[src/hw/rtl/float_frexp_unit_top_macros.svh]
// Assertion helpers, clocked on i_clk and disabled while reset is held.
`ifndef FLOAT_FREXP_UNIT_TOP_MACROS_SVH
`define FLOAT_FREXP_UNIT_TOP_MACROS_SVH

// Same-cycle implication.
`define FFU_ASSERT_IMP(label, ante, cons, msg) \
    label: assert property (@(posedge i_clk) disable iff (!i_rst_n) (ante) |-> (cons)) \
        else $error(msg);

// Next-cycle implication.
`define FFU_ASSERT_NXT(label, ante, cons, msg) \
    label: assert property (@(posedge i_clk) disable iff (!i_rst_n) (ante) |=> (cons)) \
        else $error(msg);

`endif

[src/hw/rtl/ffu_pkg.sv]
package ffu_pkg;
    localparam int DATA_W = 64;
    localparam int DBL_FW = 52;
    localparam int DBL_EW = 11;
    localparam int SGL_FW = 23;
    localparam int SGL_EW = 8;
    localparam int SGL_W  = SGL_FW + SGL_EW + 1;
    localparam logic MODE_DOUBLE = 1'b0;
    localparam logic MODE_SINGLE = 1'b1;
endpackage

[src/hw/rtl/float_frexp_unit_top.sv]
// frexp unit: splits a double, or a single held in the low 32 bits, into a
// signed mantissa of magnitude [0.5,1) and an exponent coded as a float of the
// same precision. One transaction per cycle unless the downstream stall backs up
// the pipe; each passes through the input register and the result register
// around the split logic. Zero, NaN and infinity pass through with a +0.0
// exponent. Single results have zero upper halves.
`include "float_frexp_unit_top_macros.svh"

module float_frexp_unit_top (
    input  logic        i_clk,
    input  logic        i_rst_n,
    input  logic        i_valid,
    output logic        o_stall,
    input  logic        i_mode,
    input  logic [63:0] i_value_bits,
    output logic        o_valid,
    input  logic        i_stall,
    output logic [63:0] o_mantissa_bits,
    output logic [63:0] o_exponent_bits
);
    localparam int DW = ffu_pkg::DATA_W;
    localparam int SW = ffu_pkg::SGL_W;

    logic          r_s1_valid, n_s1_valid;
    logic          r_s1_mode;
    logic [DW-1:0] r_s1_bits;
    logic          r_s2_valid, n_s2_valid;
    logic          r_s2_mode;
    logic [DW-1:0] r_s2_mant;
    logic [DW-1:0] r_s2_expo;
    logic          s2_load;
    logic          s1_load;
    logic [DW-1:0] d_mant, d_expo;
    logic [SW-1:0] s_mant, s_expo;
    logic [DW-1:0] mant, expo;

    assign s2_load = !r_s2_valid || !i_stall;
    assign o_stall = r_s1_valid && !s2_load;
    assign s1_load = !o_stall;

    assign n_s1_valid = s1_load ? i_valid : r_s1_valid;
    assign n_s2_valid = s2_load ? r_s1_valid : r_s2_valid;

    ffu_split #(.FW(ffu_pkg::DBL_FW), .EW(ffu_pkg::DBL_EW)) u_dbl (
        .i_bits(r_s1_bits), .o_mant(d_mant), .o_expo(d_expo)
    );
    ffu_split #(.FW(ffu_pkg::SGL_FW), .EW(ffu_pkg::SGL_EW)) u_sgl (
        .i_bits(r_s1_bits[SW-1:0]), .o_mant(s_mant), .o_expo(s_expo)
    );

    always_comb begin
        if (r_s1_mode == ffu_pkg::MODE_SINGLE) begin
            mant = DW'(s_mant);
            expo = DW'(s_expo);
        end else begin
            mant = d_mant;
            expo = d_expo;
        end
    end

    always_ff @(posedge i_clk) begin
        if (!i_rst_n) begin
            r_s1_valid <= 1'b0;
            r_s2_valid <= 1'b0;
        end else begin
            r_s1_valid <= n_s1_valid;
            r_s2_valid <= n_s2_valid;
        end
    end

    always_ff @(posedge i_clk) begin
        if (s1_load) begin
            r_s1_mode <= i_mode;
            r_s1_bits <= i_value_bits;
        end
        if (s2_load) begin
            r_s2_mode <= r_s1_mode;
            r_s2_mant <= mant;
            r_s2_expo <= expo;
        end
    end

    assign o_valid         = r_s2_valid;
    assign o_mantissa_bits = r_s2_mant;
    assign o_exponent_bits = r_s2_expo;

    `FFU_ASSERT_IMP(a_stall_needs_full, o_stall,
        r_s1_valid && r_s2_valid && i_stall, "stall without full pipe")
    `FFU_ASSERT_NXT(a_drain, r_s2_valid && !i_stall && !r_s1_valid, !o_valid,
        "result repeated")
    `FFU_ASSERT_NXT(a_fill, r_s1_valid && !o_stall, o_valid, "result lost")
    `FFU_ASSERT_IMP(a_single_upper, o_valid && r_s2_mode == ffu_pkg::MODE_SINGLE,
        o_mantissa_bits[63:32] == '0 && o_exponent_bits[63:32] == '0,
        "single upper half set")
endmodule

[src/hw/rtl/ffu_lzc.sv]
// Position of the highest set bit; zero for a zero input.
module ffu_lzc #(
    parameter int W = 52
) (
    input  logic [W-1:0]         i_data,
    output logic [$clog2(W)-1:0] o_pos
);
    always_comb begin
        o_pos = '0;
        for (int i = 0; i < W; i++) begin
            if (i_data[i]) begin
                o_pos = ($clog2(W))'(i);
            end
        end
    end
endmodule

[src/hw/rtl/ffu_split.sv]
// frexp split for one IEEE format.
module ffu_split #(
    parameter int FW = 52,
    parameter int EW = 11
) (
    input  logic [FW+EW:0] i_bits,
    output logic [FW+EW:0] o_mant,
    output logic [FW+EW:0] o_expo
);
    localparam int BIAS    = 2 ** (EW - 1) - 1;
    localparam int SUB_OFF = BIAS + FW - 2;
    localparam int PW      = $clog2(FW);
    localparam int QW      = $clog2(EW + 1);

    logic          sign;
    logic [EW-1:0] ef;
    logic [FW-1:0] frac;
    logic [PW-1:0] p;
    logic          pass;
    logic signed [EW:0] e;
    logic [EW:0]   mag;
    logic [QW-1:0] q;
    logic [FW-1:0] frac_n;
    logic [FW-1:0] frac_e;
    logic [EW-1:0] field_e;

    assign sign = i_bits[FW+EW];
    assign ef   = i_bits[FW+EW-1:FW];
    assign frac = i_bits[FW-1:0];
    assign pass = (ef == {EW{1'b1}}) || (ef == '0 && frac == '0);

    ffu_lzc #(.W(FW)) u_frac_lzc (.i_data(frac), .o_pos(p));

    always_comb begin
        if (ef == '0) begin
            e      = $signed((EW+1)'(p)) - $signed((EW+1)'(SUB_OFF));
            frac_n = FW'(frac << (FW - int'(p)));
        end else begin
            e      = $signed({1'b0, ef}) - $signed((EW+1)'(BIAS - 1));
            frac_n = frac;
        end
        mag = e[EW] ? (EW+1)'(-e) : e;
    end

    ffu_lzc #(.W(EW+1)) u_mag_lzc (.i_data(mag), .o_pos(q));

    assign field_e = EW'(BIAS) + EW'(q);
    assign frac_e  = FW'(((FW+EW+1)'(mag)) << (FW - int'(q)));

    always_comb begin
        if (pass) begin
            o_mant = i_bits;
            o_expo = '0;
        end else begin
            o_mant = {sign, EW'(BIAS - 1), frac_n};
            if (e == '0) begin
                o_expo = '0;
            end else begin
                o_expo = {e[EW], field_e, frac_e};
            end
        end
    end
endmodule

[config.mk]
export PLATFORM = sky130hd
export DESIGN_NAME = float_frexp_unit_top
export DESIGN_NICKNAME = d
export VERILOG_FILES = /design/src/hw/rtl/ffu_pkg.sv /design/src/hw/rtl/float_frexp_unit_top.sv /design/src/hw/rtl/ffu_lzc.sv /design/src/hw/rtl/ffu_split.sv
export VERILOG_INCLUDE_DIRS = /design/src /design/src/hw/rtl
export SDC_FILE = /design/constraint.sdc
export NUM_CORES = 1
export LEC_CHECK = 0
export BUFFER_PORTS_ARGS = -buffer_cell sky130_fd_sc_hd__buf_2
export CAP_MARGIN = 20
export CORE_ASPECT_RATIO = 0.9
export CORE_UTILIZATION = 60
export DETAILED_ROUTE_END_ITERATION = 10
export HOLD_SLACK_MARGIN = 0.06
export PLACE_DENSITY = 0.82
export SETUP_SLACK_MARGIN = 0.5
export SYNTH_ARGS = -nofsm -noshare
export SYNTH_HDL_FRONTEND = slang
export SYNTH_HIERARCHICAL = 1
export SYNTH_SLANG_ARGS = --single-unit
[constraint.sdc]
create_clock -name i_clk -period 10.5 [get_ports i_clk]
set_input_delay 2.1 -clock i_clk [delete_from_list [all_inputs] [get_ports i_clk]]
set_output_delay 2.1 -clock i_clk [all_outputs]
set_load 0.01 [all_outputs]
After elaboration in Yosys (flattened, before gate mapping)
Index checks and enable logic that the tools add are counted.
{"block": "classes", "mul": 0, "reduce_logical": 17, "mux": 106, "n_bitwise": 1, "n_div": 0, "n_shift": 4, "eq_ne": 2, "magnitude_cmp": 0, "addsub": 12}
{"operator": "6-bit 2-to-1 mux", "n": 50}
{"operator": "32-bit 2-to-1 mux", "n": 6}
{"operator": "5-bit 2-to-1 mux", "n": 21}
{"operator": "4-bit 2-to-1 mux", "n": 17}
{"operator": "62-bit 2-to-1 mux", "n": 1}
{"operator": "52-bit logical NOT", "n": 1}
{"operator": "52-bit 2-to-1 mux", "n": 1}
{"operator": "12-bit by 32-bit left shift with 52-bit output", "n": 1}
{"operator": "52-bit by 32-bit left shift with 52-bit output", "n": 1}
{"operator": "23-bit by 32-bit left shift with 23-bit output", "n": 1}
{"operator": "9-bit by 32-bit left shift with 23-bit output", "n": 1}
{"operator": "31-bit 2-to-1 mux", "n": 1}
{"operator": "12-bit 2-to-1 mux", "n": 2}
{"operator": "23-bit logical NOT", "n": 1}
{"operator": "23-bit 2-to-1 mux", "n": 1}
{"operator": "9-bit 2-to-1 mux", "n": 2}
{"operator": "12-bit logical NOT", "n": 1}
{"operator": "12-bit negator", "n": 1}
{"operator": "11-bit by 10-bit subtractor with 12-bit output (second input constant)", "n": 1}
{"operator": "6-bit by 11-bit subtractor with 12-bit output (second input constant)", "n": 1}
{"operator": "10-bit by 4-bit adder with 11-bit output (first input constant)", "n": 1}
{"operator": "11-bit equality test (second input constant)", "n": 1}
{"operator": "11-bit logical NOT", "n": 1}
{"operator": "9-bit logical NOT", "n": 1}
{"operator": "other kinds (17)", "n": 26}
{"block": "word_totals", "romBits": 0, "mem_count": 0, "latchBits": 0, "ramBits": 0, "in_bits": 69, "elab_cells": 151, "regBits": 195}

Depth between registers and ports, before layout
Gate-level depths: netlist (run 1).
{"block": "logic_depth", "depth_word": 71, "ltp_mapped": 35}

Modules after synthesis
The synthesis (run 1) kept the hierarchy.
{"mod": "float_frexp_unit_top", "cells_each": 343, "area_per_inst_um2": 7101.8, "instances": 1}
{"mod": "ffu_split at u_dbl", "cells_each": 830, "area_per_inst_um2": 5824.3, "instances": 1}
{"mod": "ffu_split at u_sgl", "cells_each": 418, "area_per_inst_um2": 2899.0, "instances": 1}
{"mod": "ffu_lzc at u_dbl.u_frac_lzc", "cells_each": 104, "area_per_inst_um2": 609.3, "instances": 1}
{"mod": "ffu_lzc at u_sgl.u_frac_lzc", "cells_each": 37, "area_per_inst_um2": 221.5, "instances": 1}
{"mod": "ffu_lzc at u_dbl.u_mag_lzc", "cells_each": 18, "area_per_inst_um2": 92.6, "instances": 1}
{"mod": "ffu_lzc at u_sgl.u_mag_lzc", "cells_each": 12, "area_per_inst_um2": 75.1, "instances": 1}

Worst setup path after synthesis (run 1)
Ideal clock, no wire load.
{"block": "synth_timing", "kind": "register to register", "from": "register r_s1_bits[31]", "to": "register r_s2_expo[38] (netlist: o_exponent_bits[38]), data pin", "required_time_ns": 10.360, "t_arrival_ns": 7.728, "path_stages_with_launch": 34, "setup_slack_ns": 2.632, "path_cell_list": "edfxtp_1 -> inv_1 -> a2111oi_2 -> nand3_1 -> o221a_2 -> o2bb2ai_1 -> clkbuf_1 -> buf_2 -> buf_1 -> buf_2 -> inv_1 -> ha_1 -> clkbuf_1 -> clkbuf_1 -> clkbuf_1 -> nand2_1 -> o21ai_0 -> ha_1 -> inv_1 -> o41ai_4 -> xnor2_1 -> a221o_1 -> a21oi_1 -> inv_1 -> clkbuf_1 -> ha_1 -> clkbuf_1 -> nor2_1 -> a31o_2 -> or4_1 -> o41ai_2 -> nor2_1 -> a211oi_1 -> nor2b_1"}
{"item": "start: declaration", "line": "float_frexp_unit_top.sv:26", "text": "logic [DW-1:0] r_s1_bits;"}
{"item": "start signal: assignment", "line": "float_frexp_unit_top.sv:74", "text": "r_s1_bits <= i_value_bits;"}
{"item": "6-bit 2-to-1 mux (*) (21 in a row)", "line": "ffu_lzc.sv:11", "text": "if (i_data[i]) begin"}
{"item": "named net u_dbl.p[0]", "line": "ffu_split.sv:18", "text": "logic [PW-1:0] p;"}
{"item": "6-bit by 11-bit subtractor with 12-bit output (*)", "line": "ffu_split.sv:36", "text": "e = $signed((EW+1)'(p)) - $signed((EW+1)'(SUB_OFF));"}
{"item": "12-bit 2-to-1 mux (*)", "line": "ffu_split.sv:35", "text": "if (ef == '0) begin"}
{"item": "12-bit negator", "line": "ffu_split.sv:42", "text": "mag = e[EW] ? (EW+1)'(-e) : e;"}
{"item": "12-bit 2-to-1 mux (*)", "line": "ffu_split.sv:42"}
{"item": "named net u_dbl.mag[6]", "line": "ffu_split.sv:21", "text": "logic [EW:0] mag;"}
{"item": "4-bit 2-to-1 mux (*) (6 in a row)", "line": "ffu_lzc.sv:11"}
{"item": "named net u_dbl.q[0]", "line": "ffu_split.sv:22", "text": "logic [QW-1:0] q;"}
{"item": "6-bit by 4-bit subtractor with 7-bit output (*)", "line": "ffu_split.sv:48", "text": "assign frac_e = FW'(((FW+EW+1)'(mag)) << (FW - int'(q)));"}
{"item": "12-bit by 32-bit left shift with 52-bit output (*)", "line": "ffu_split.sv:48"}
{"item": "end signal: assignment", "line": "float_frexp_unit_top.sv:79", "text": "r_s2_expo <= expo;"}
{"item": "end: declaration", "line": "float_frexp_unit_top.sv:30", "text": "logic [DW-1:0] r_s2_expo;"}
Mark *: on every way through the listed nets, which the timed path passes. The rest lies on a longest branch.
A chain may end at the register's enable or synchronous reset.

Worst setup path after layout (run 1)
{"block": "layout_timing", "from": "register r_s1_bits[18]", "to": "register r_s2_expo[45] (netlist: o_exponent_bits[45]), data pin"}
{"item": "6-bit 2-to-1 mux (*) (34 in a row)", "line": "ffu_lzc.sv:11"}
{"item": "named net u_dbl.p[1]", "line": "ffu_split.sv:18"}
{"item": "6-bit by 11-bit subtractor with 12-bit output (*)", "line": "ffu_split.sv:36"}
{"item": "12-bit 2-to-1 mux (*)", "line": "ffu_split.sv:35"}
{"item": "12-bit negator", "line": "ffu_split.sv:42"}
{"item": "12-bit 2-to-1 mux (*)", "line": "ffu_split.sv:42"}
{"item": "named net u_dbl.mag[6]", "line": "ffu_split.sv:21"}
{"item": "4-bit 2-to-1 mux (*) (6 in a row)", "line": "ffu_lzc.sv:11"}
{"item": "named net u_dbl.q[0]", "line": "ffu_split.sv:22"}
{"item": "6-bit by 4-bit subtractor with 7-bit output (*)", "line": "ffu_split.sv:48"}
{"item": "12-bit by 32-bit left shift with 52-bit output (*)", "line": "ffu_split.sv:48"}
Marked as above.

==> run summary, run 1 <==
Core area - 27,200 µm²
Outcome - completed
Synth Area in XOR/XNOR - 1.72%
Avg Inst Size Synth - 9.55 µm²
Crit path max-delay family - compound AO/OA/AOI/OAI gates
Setup crit end kind - flop
Setup violators final - 0
Compound-Gate Fraction of Synth Area - 17.2%
Setup Buffers After CTS - 0
Initial Util - 61.8%
P_leak - 7.36 nW
WP data arrival - 8.26 ns
Clk_lat worst skew - 0.45 ns
Reg2Reg Depth - 26
Post-Synth Simple-Gate Area - 20.1%
CTS tree - done
Final GP Congestion - 0.971
H-Tree Depth - 4
Slew Limit Fails - 0
Most common flop cell mapped by yosys - edfxtp_1
Row cnt - 57
Mux share of post-synthesis cell area - 18.5%
Post-route insts no fill - 2,269
Synth unique cells - 102
Worst-path fanout max - 58
Commonest non-fill, non-tap cell in the layout - nand2_1
Peak supply drop - 120 µV
Clock tree buffer depth - 2
Final ANT Viol Nets - 0
Initial antenna violation count - 0
Post-Synthesis Cell Area - 16,800 µm²
Clk sinks - 195
R2R setup slack - 2.41 ns
CP dominant cell by count - inv_1
Most frequent cells in the layout - nand2_1 (208), buf_2 (198), edfxtp_1 (193)
Gr usage total - 37.2%
Critical path class - flop to flop
Number of global-route vias before repair - 14.2k
Final Critical Period - 8.09 ns
MaxCap Viol Count - 0
Via count - 15.3k
Synth Area in Adders - 1.04%
Worst path bufs/invs - 5
Yosys warnings - 6
Port Buf Inserts - 198
DR iter-0 viols - 2,277
Async SR Flop Fraction - 0%
Via-to-Cell Ratio - 6.76
Fillers - 2,146
Yosys reg bits - 195
Root Buffer - clkbuf_16
Measured slew at the worst slew-check pin - 1.07 ns
Startpoint Class - flop
Required @ worst endpoint - 10.67 ns
Total wire length - 52.6 mm
Largest family of logic cells by synthesized area - simple AND/OR/NAND/NOR gates
Die Width - 179 µm
Slew margin rel. - 28.6%
Post-DP HPWL - 37.3 mm
DR DRC count - 0
Fmax - 124 MHz
Critical R2R Capture - o_exponent_bits[45]$_SDFFCE_PP0P_
Hold Crit Class - flop to flop
Final nets - 1,984
CTS Buf Count - 17
Reg-to-reg critical path startpoint - r_s1_bits[18]$_DFFE_PN_
GRT overflow - 0
Final Hold Violating Endpoints - 0
Post-synth EDFFs - 193
Hold-fix buffers at CTS - 0
Post-route setup TNS - 0 ns
Post-CTS Resized - 0
Die area - 28,700 µm²
WHS Endpoint - o_mantissa_bits[63]$_SDFFCE_PP0P_
Die Ht - 161 µm
Pin count of the biggest net entering global routing - 83
Cells after Synth - 1,762
Unrepaired setup endpoints after global routing - false
Hold path depth - 1
Final period util - 77.1%
First-pass GRT wire length - 82.0 mm
Hold path startpoint - r_s1_bits[63]$_DFFE_PN_
Slowest cell on crit path - ha_1
Area grow syn2layout - 10.1%
Layout cells sized above 1 - 21.3%
Power density cells - 138 nW/µm²
Drt wl/cell - 23.2 µm
Clk pin slew, worst setup/hold paths - 0.08 ns
Ports - 199
Max incr delay on CP - 0.85 ns
Final Skew - 0.0173 ns
Placed cell count - 2,235
First-pass DRT Iterations - 6
Sequential share of the synthesized area - 34.7%
worst register-to-register path, delay by kind of cell (launching register included):
kind | cells | cell delay (ns)
AOI/OAI and AO/OA | 13 | 3.60
xor gates and xnor gates | 1 | 0.19
adders and majority gates | 3 | 1.50
buffers and inverters | 5 | 1.38
DFF | 1 | 0.72
and+or+nand+nor | 4 | 0.42
per-layer routing:
| metal | wire [µm] | up-vias | GRT usage, % |
|---|---|---|---|
| met5 | 0 | - | 0 |
| met4 | 2240 | 0 | 15.6 |
| met3 | 5850 | 154 | 7.43 |
| met2 | 23100 | 1107 | 54.5 |
| met1 | 21400 | 7197 | 53.6 |
| li1 | - | 6889 | - |
report_power, final:
part / leakage, nW / switching (W) / internal (W)
logic: 4.96 / 0.000517 / 0.000346
registers: 2.10 / 0.0000679 / 0.000932
clock network: 0.291 / 0.000343 / 0.000343
total: 7.36 / 0.000928 / 0.00162
synth_stat cells (all sizes together), types with 26 or more instances:
master / count / area (µm²)
nand2: 209 / 785
edfxtp: 193 / 5800
nor2: 129 / 484
o21ai: 95 / 487
mux2: 85 / 961
mux2i: 83 / 831
buf: 81 / 578
nor2b: 77 / 482
a21oi: 75 / 379
clkbuf: 74 / 318
mux4: 59 / 1330
inv: 53 / 199
and2: 47 / 294
nor3: 46 / 230
nor4: 46 / 339
nand3: 37 / 190
a211oi: 26 / 195
metrics by stage:
stage | hold slack, ns | setup WS (ns) | utilization (%) | power (W) | area (µm²)
2_1_floorplan | 0.459 | 2.63 | - | 0.00160 | 17000
3_3_place_gp | 0.518 | 2.91 | 65.7 | 0.00183 | 17900
3_5_place_dp | 0.526 | 2.73 | 65.7 | 0.00185 | 17900
4_1_cts | 0.549 | 2.59 | 67.9 | 0.00253 | 18500
5_1_grt | 0.565 | 1.84 | 68.0 | 0.00265 | 18500
6_report | 0.542 | 2.41 | 68.0 | 0.00255 | 18500
how the worst max path moves through the flow:
stage                                       start                                end  slack [ns]  depth (start not counted)
after floorplan           r_s1_bits[31]$_DFFE_PN_  o_exponent_bits[38]$_SDFFCE_PP0P_        2.63                         33
after global placement    r_s1_bits[18]$_DFFE_PN_  o_exponent_bits[45]$_SDFFCE_PP0P_        2.91                         26
after detailed placement  r_s1_bits[18]$_DFFE_PN_  o_exponent_bits[45]$_SDFFCE_PP0P_        2.73                         26
after CTS                 r_s1_bits[18]$_DFFE_PN_  o_exponent_bits[45]$_SDFFCE_PP0P_        2.59                         26
after global routing      r_s1_bits[18]$_DFFE_PN_  o_exponent_bits[45]$_SDFFCE_PP0P_        1.84                         26
final                     r_s1_bits[18]$_DFFE_PN_  o_exponent_bits[45]$_SDFFCE_PP0P_        2.41                         26
logic make-up (layout without fill, tap and decap cells):
kind of cell | count (synthesis) | after routing
flops | 195 | 195
other cells | 2 | 51
mux | 227 | 227
buf+inv | 211 | 315
compound gates | 406 | 406
xor+xnor | 33 | 33
fa+ha+maj | 14 | 14
simple gates | 674 | 674
layout make-up:
| type | instances | area, µm² | area share [%] |
|---|---|---|---|
| Multi-Input combinational cell | 1404 | 10200 | 55.0 |
| Sequential cell | 195 | 5840 | 31.5 |
| Timing Repair Buffer | 228 | 1240 | 6.67 |
| Tap cell | 354 | 443 | 2.39 |
| Clock buffer | 17 | 425 | 2.30 |
| Inverter | 55 | 206 | 1.11 |
| Clock inverter | 15 | 183 | 0.986 |
| Antenna cell | 1 | 2.50 | 0.0135 |
registers in the layout, indices dropped and copies added (netlist names):
signal / cells
o_exponent_bits: 64
o_mantissa_bits: 64
o_valid: 1
r_s1_bits: 64
r_s1_mode: 1
r_s1_valid: 1
Note: power is estimated with default switching activity, not from simulation.
==> run 2, diff against run 1 <==
--- a/config.mk
+++ b/config.mk
@@ -6,13 +6,14 @@
 export SDC_FILE = /design/constraint.sdc
 export NUM_CORES = 1
 export LEC_CHECK = 0
+export ABC_AREA = 1
 export BUFFER_PORTS_ARGS = -buffer_cell sky130_fd_sc_hd__buf_2
 export CAP_MARGIN = 20
 export CORE_ASPECT_RATIO = 0.9
-export CORE_UTILIZATION = 60
+export CORE_UTILIZATION = 55
 export DETAILED_ROUTE_END_ITERATION = 10
 export HOLD_SLACK_MARGIN = 0.06
-export PLACE_DENSITY = 0.82
+export PLACE_DENSITY = 0.79
 export SETUP_SLACK_MARGIN = 0.5
 export SYNTH_ARGS = -nofsm -noshare
 export SYNTH_HDL_FRONTEND = slang
==> constraint.sdc (replaced) <==
create_clock -name i_clk -period 6.55 [get_ports i_clk]
set_input_delay 1.31 -clock i_clk [delete_from_list [all_inputs] [get_ports i_clk]]
set_output_delay 1.31 -clock i_clk [all_outputs]
set_load 0.01 [all_outputs]
==> run 2 against run 1 <==
Non-clock buffer count is 66 higher; first-iteration DRC count is 4.3% lower; clock-buffer cell count grew 2; final cell count up 42%; flip-flop and latch count did not move; synthesized area up 3.2%; global-route usage decreased by 1.9 points; synthesized cell count grew 48%; total power is 54% higher; largest cell class unchanged.
==> run summary, run 2 <==
Critical path class - flop to flop
Measured slew at the worst slew-check pin - 0.987 ns
Reg-to-reg critical path startpoint - r_s1_bits[2]$_DFFE_PN_
Yosys reg bits - 195
Reg2Reg Depth - 75
Setup crit end kind - flop
CTS Buf Count - 17
Final Hold Violating Endpoints - 0
Clk_lat worst skew - 0.46 ns
Critical R2R Capture - o_exponent_bits[44]$_SDFFCE_PP0P_
Post-synth EDFFs - 193
Outcome - completed
Gr usage total - 35.3%
Area of the multi-input gates - 9320 µm²
DR iter-0 viols - 2,179
Hold-fix buffers at CTS - 0
Clock tree buffer depth - 2
P_leak - 10.0 nW
Synth area leader - edfxtp_1
Top cells by area, synth - edfxtp_1 (33%), nand2_1 (16%), o21ai_0 (8.6%)
Die area - 32,300 µm²
Setup violators final - 0
Post-route insts no fill - 3,213
WP data arrival - 6.36 ns
Slowest cell on crit path - edfxtp_1
First-pass DRT Iterations - 7
Clock power frac - 24.9%
Reg power frac - 39.2%
Most common flop cell mapped by yosys - edfxtp_1
Crit path to - o_exponent_bits[44]$_SDFFCE_PP0P_
Startpoint Class - flop
Total wire length - 58.0 mm
First-pass GRT wire length - 88.3 mm
Slew margin rel. - 33.7%
WP depth - 75
Post-route setup TNS - 0 ns
Clk pin slew, worst setup/hold paths - 0.08 ns
Seq. cell area - 5840 µm²
Layout cells sized above 1 - 19.4%
CP dominant cell by count - nand2_1
Required @ worst endpoint - 6.73 ns
Final nets - 2,874
Sw power - 0.00146 W
Fmax - 162 MHz
Worst-path fanout max - 5
Number of global-route vias before repair - 16.1k
Post-Synthesis Cell Area - 17,400 µm²
Hold Crit Class - flop to flop
DR DRC count - 0
Ports - 199
CTS tree - done
CP startpoint - r_s1_bits[2]$_DFFE_PN_
Synth unique cells - 59
Yosys top cell area share - 33.4%
H-Tree Depth - 4
Commonest non-fill, non-tap cell in the layout - nand2_1
R2R setup slack - 0.37 ns
Post-DP HPWL - 43.1 mm
Slew Limit Fails - 0
Sw Share - 37.2%
Avg Inst Size Synth - 6.66 µm²
Port Buf Inserts - 198
Logic pwr share - 35.9%
Peak supply drop - 207 µV
Fillers - 2,870
Initial antenna violation count - 0
Cells after Synth - 2,607
Number of diodes - 0
Final Critical Period - 6.18 ns
Final period util - 94.3%
Via-to-Cell Ratio - 5.64
Final ANT Viol Nets - 0
GRT overflow - 0
Area grow syn2layout - 14.7%
Sequential share of the synthesized area - 33.6%
Final GP Congestion - 1.01
Count leader, synth - nand2_1
Most frequent cells in the layout - nand2_1 (707), inv_1 (373), o21ai_0 (257)
Initial Util - 56.0%
Yosys warnings - 6
Unrepaired setup endpoints after global routing - true
Root Buffer - clkbuf_16
Drt wl/cell - 18.1 µm
Row cnt - 61
Async SR Flop Fraction - 0%
Via count - 18.1k
Clk sinks - 195
Die Width - 189 µm
Core area - 31,000 µm²
Pin count of the biggest net entering global routing - 128
Commonest cells in the synthesized netlist - nand2_1 (729), inv_1 (384), o21ai_0 (298)
Die Ht - 171 µm
Max incr delay on CP - 0.38 ns
Worst path bufs/invs - 8
Power density cells - 198 nW/µm²
Crit path max-delay family - simple AND/OR/NAND/NOR gates
Final Skew - 0.0210 ns
MaxCap Viol Count - 0
P_int - 0.00247 W
Placed cell count - 3,148
## run 2: final cells by class
type	instances	share of cell area, %
repair inverters	1	0.0377
inverters	429	9.22
repair buffers	294	9.30
flip-flops and latches	195	29.3
multi-input cells	1853	46.8
well taps	409	2.57
clock buffers	19	2.23
clock inverters	13	0.528
## run 2: per-stage QoR
| step | setup WS (ns) | total power (W) | hold slack [ns] | utilization (%) | area, µm² |
|---|---|---|---|---|---|
| floorplan | 0.500 | 0.00247 | 0.427 | - | 17600 |
| global placement | 0.393 | 0.00284 | 0.472 | 60.2 | 18600 |
| detailed placement | 0.281 | 0.00285 | 0.494 | 60.2 | 18600 |
| CTS | 0.498 | 0.00384 | 0.515 | 62.2 | 19300 |
| global route | -0.338 | 0.00414 | 0.541 | 64.2 | 19900 |
| finish | 0.374 | 0.00393 | 0.523 | 64.2 | 19900 |
## run 2: cells by family after synthesis
logic type	Yosys count	share of synthesized area (%)
and+or+nand+nor	1268	31.9
buffers and inverters	605	16.2
AOI/OAI and AO/OA	486	15.1
DFF	195	33.6
muxes	26	1.50
adders and majority gates	14	1.01
xor gates and xnor gates	11	0.598
other	2	0.0433
## run 2: power by group through the flow
stage                     Combinational [W]  Sequential (W)  Clock [W]
final                               0.00141         0.00154   0.000980
after global routing                0.00155         0.00155    0.00103
after CTS                           0.00130         0.00154   0.000999
after global placement              0.00127         0.00157          0
after detailed placement            0.00128         0.00157          0
after floorplan                    0.000853         0.00161          0
## run 2: worst min-delay path by stage
stage,from,end,cells past startpoint
after detailed placement,r_s1_valid$_SDFFE_PN0N_,o_valid$_SDFFE_PN0P_,2
after global placement,r_s1_valid$_SDFFE_PN0N_,o_valid$_SDFFE_PN0P_,2
after CTS,r_s1_valid$_SDFFE_PN0N_,o_valid$_SDFFE_PN0P_,2
after floorplan,r_s1_valid$_SDFFE_PN0N_,o_valid$_SDFFE_PN0P_,2
after global routing,r_s1_valid$_SDFFE_PN0N_,o_valid$_SDFFE_PN0P_,2
final,r_s1_valid$_SDFFE_PN0N_,o_valid$_SDFFE_PN0P_,2
## run 2: layer usage
layer | track usage [%] | up-vias | routed length (µm)
met4 | 14.4 | 0 | 2060
met2 | 54.8 | 986 | 25400
met1 | 48.7 | 8281 | 25300
met5 | 0 | - | 0
met3 | 6.22 | 143 | 5310
li1 | - | 8725 | -
## run 2: timing repair
action,CTS,global route
buffers inserted,5,23
cloned,0,4
pin swaps,6,22
gates resized for setup,14,139
setup endpoints to repair,31,81
## run 2: worst reg2reg max path, delay by kind of cell (launching register included)
family          cells  cell delay [ns]
fa+ha+maj           1             0.21
flops               1             0.38
buf+inv             8             0.72
simple gates       63             3.94
compound gates      3             0.62
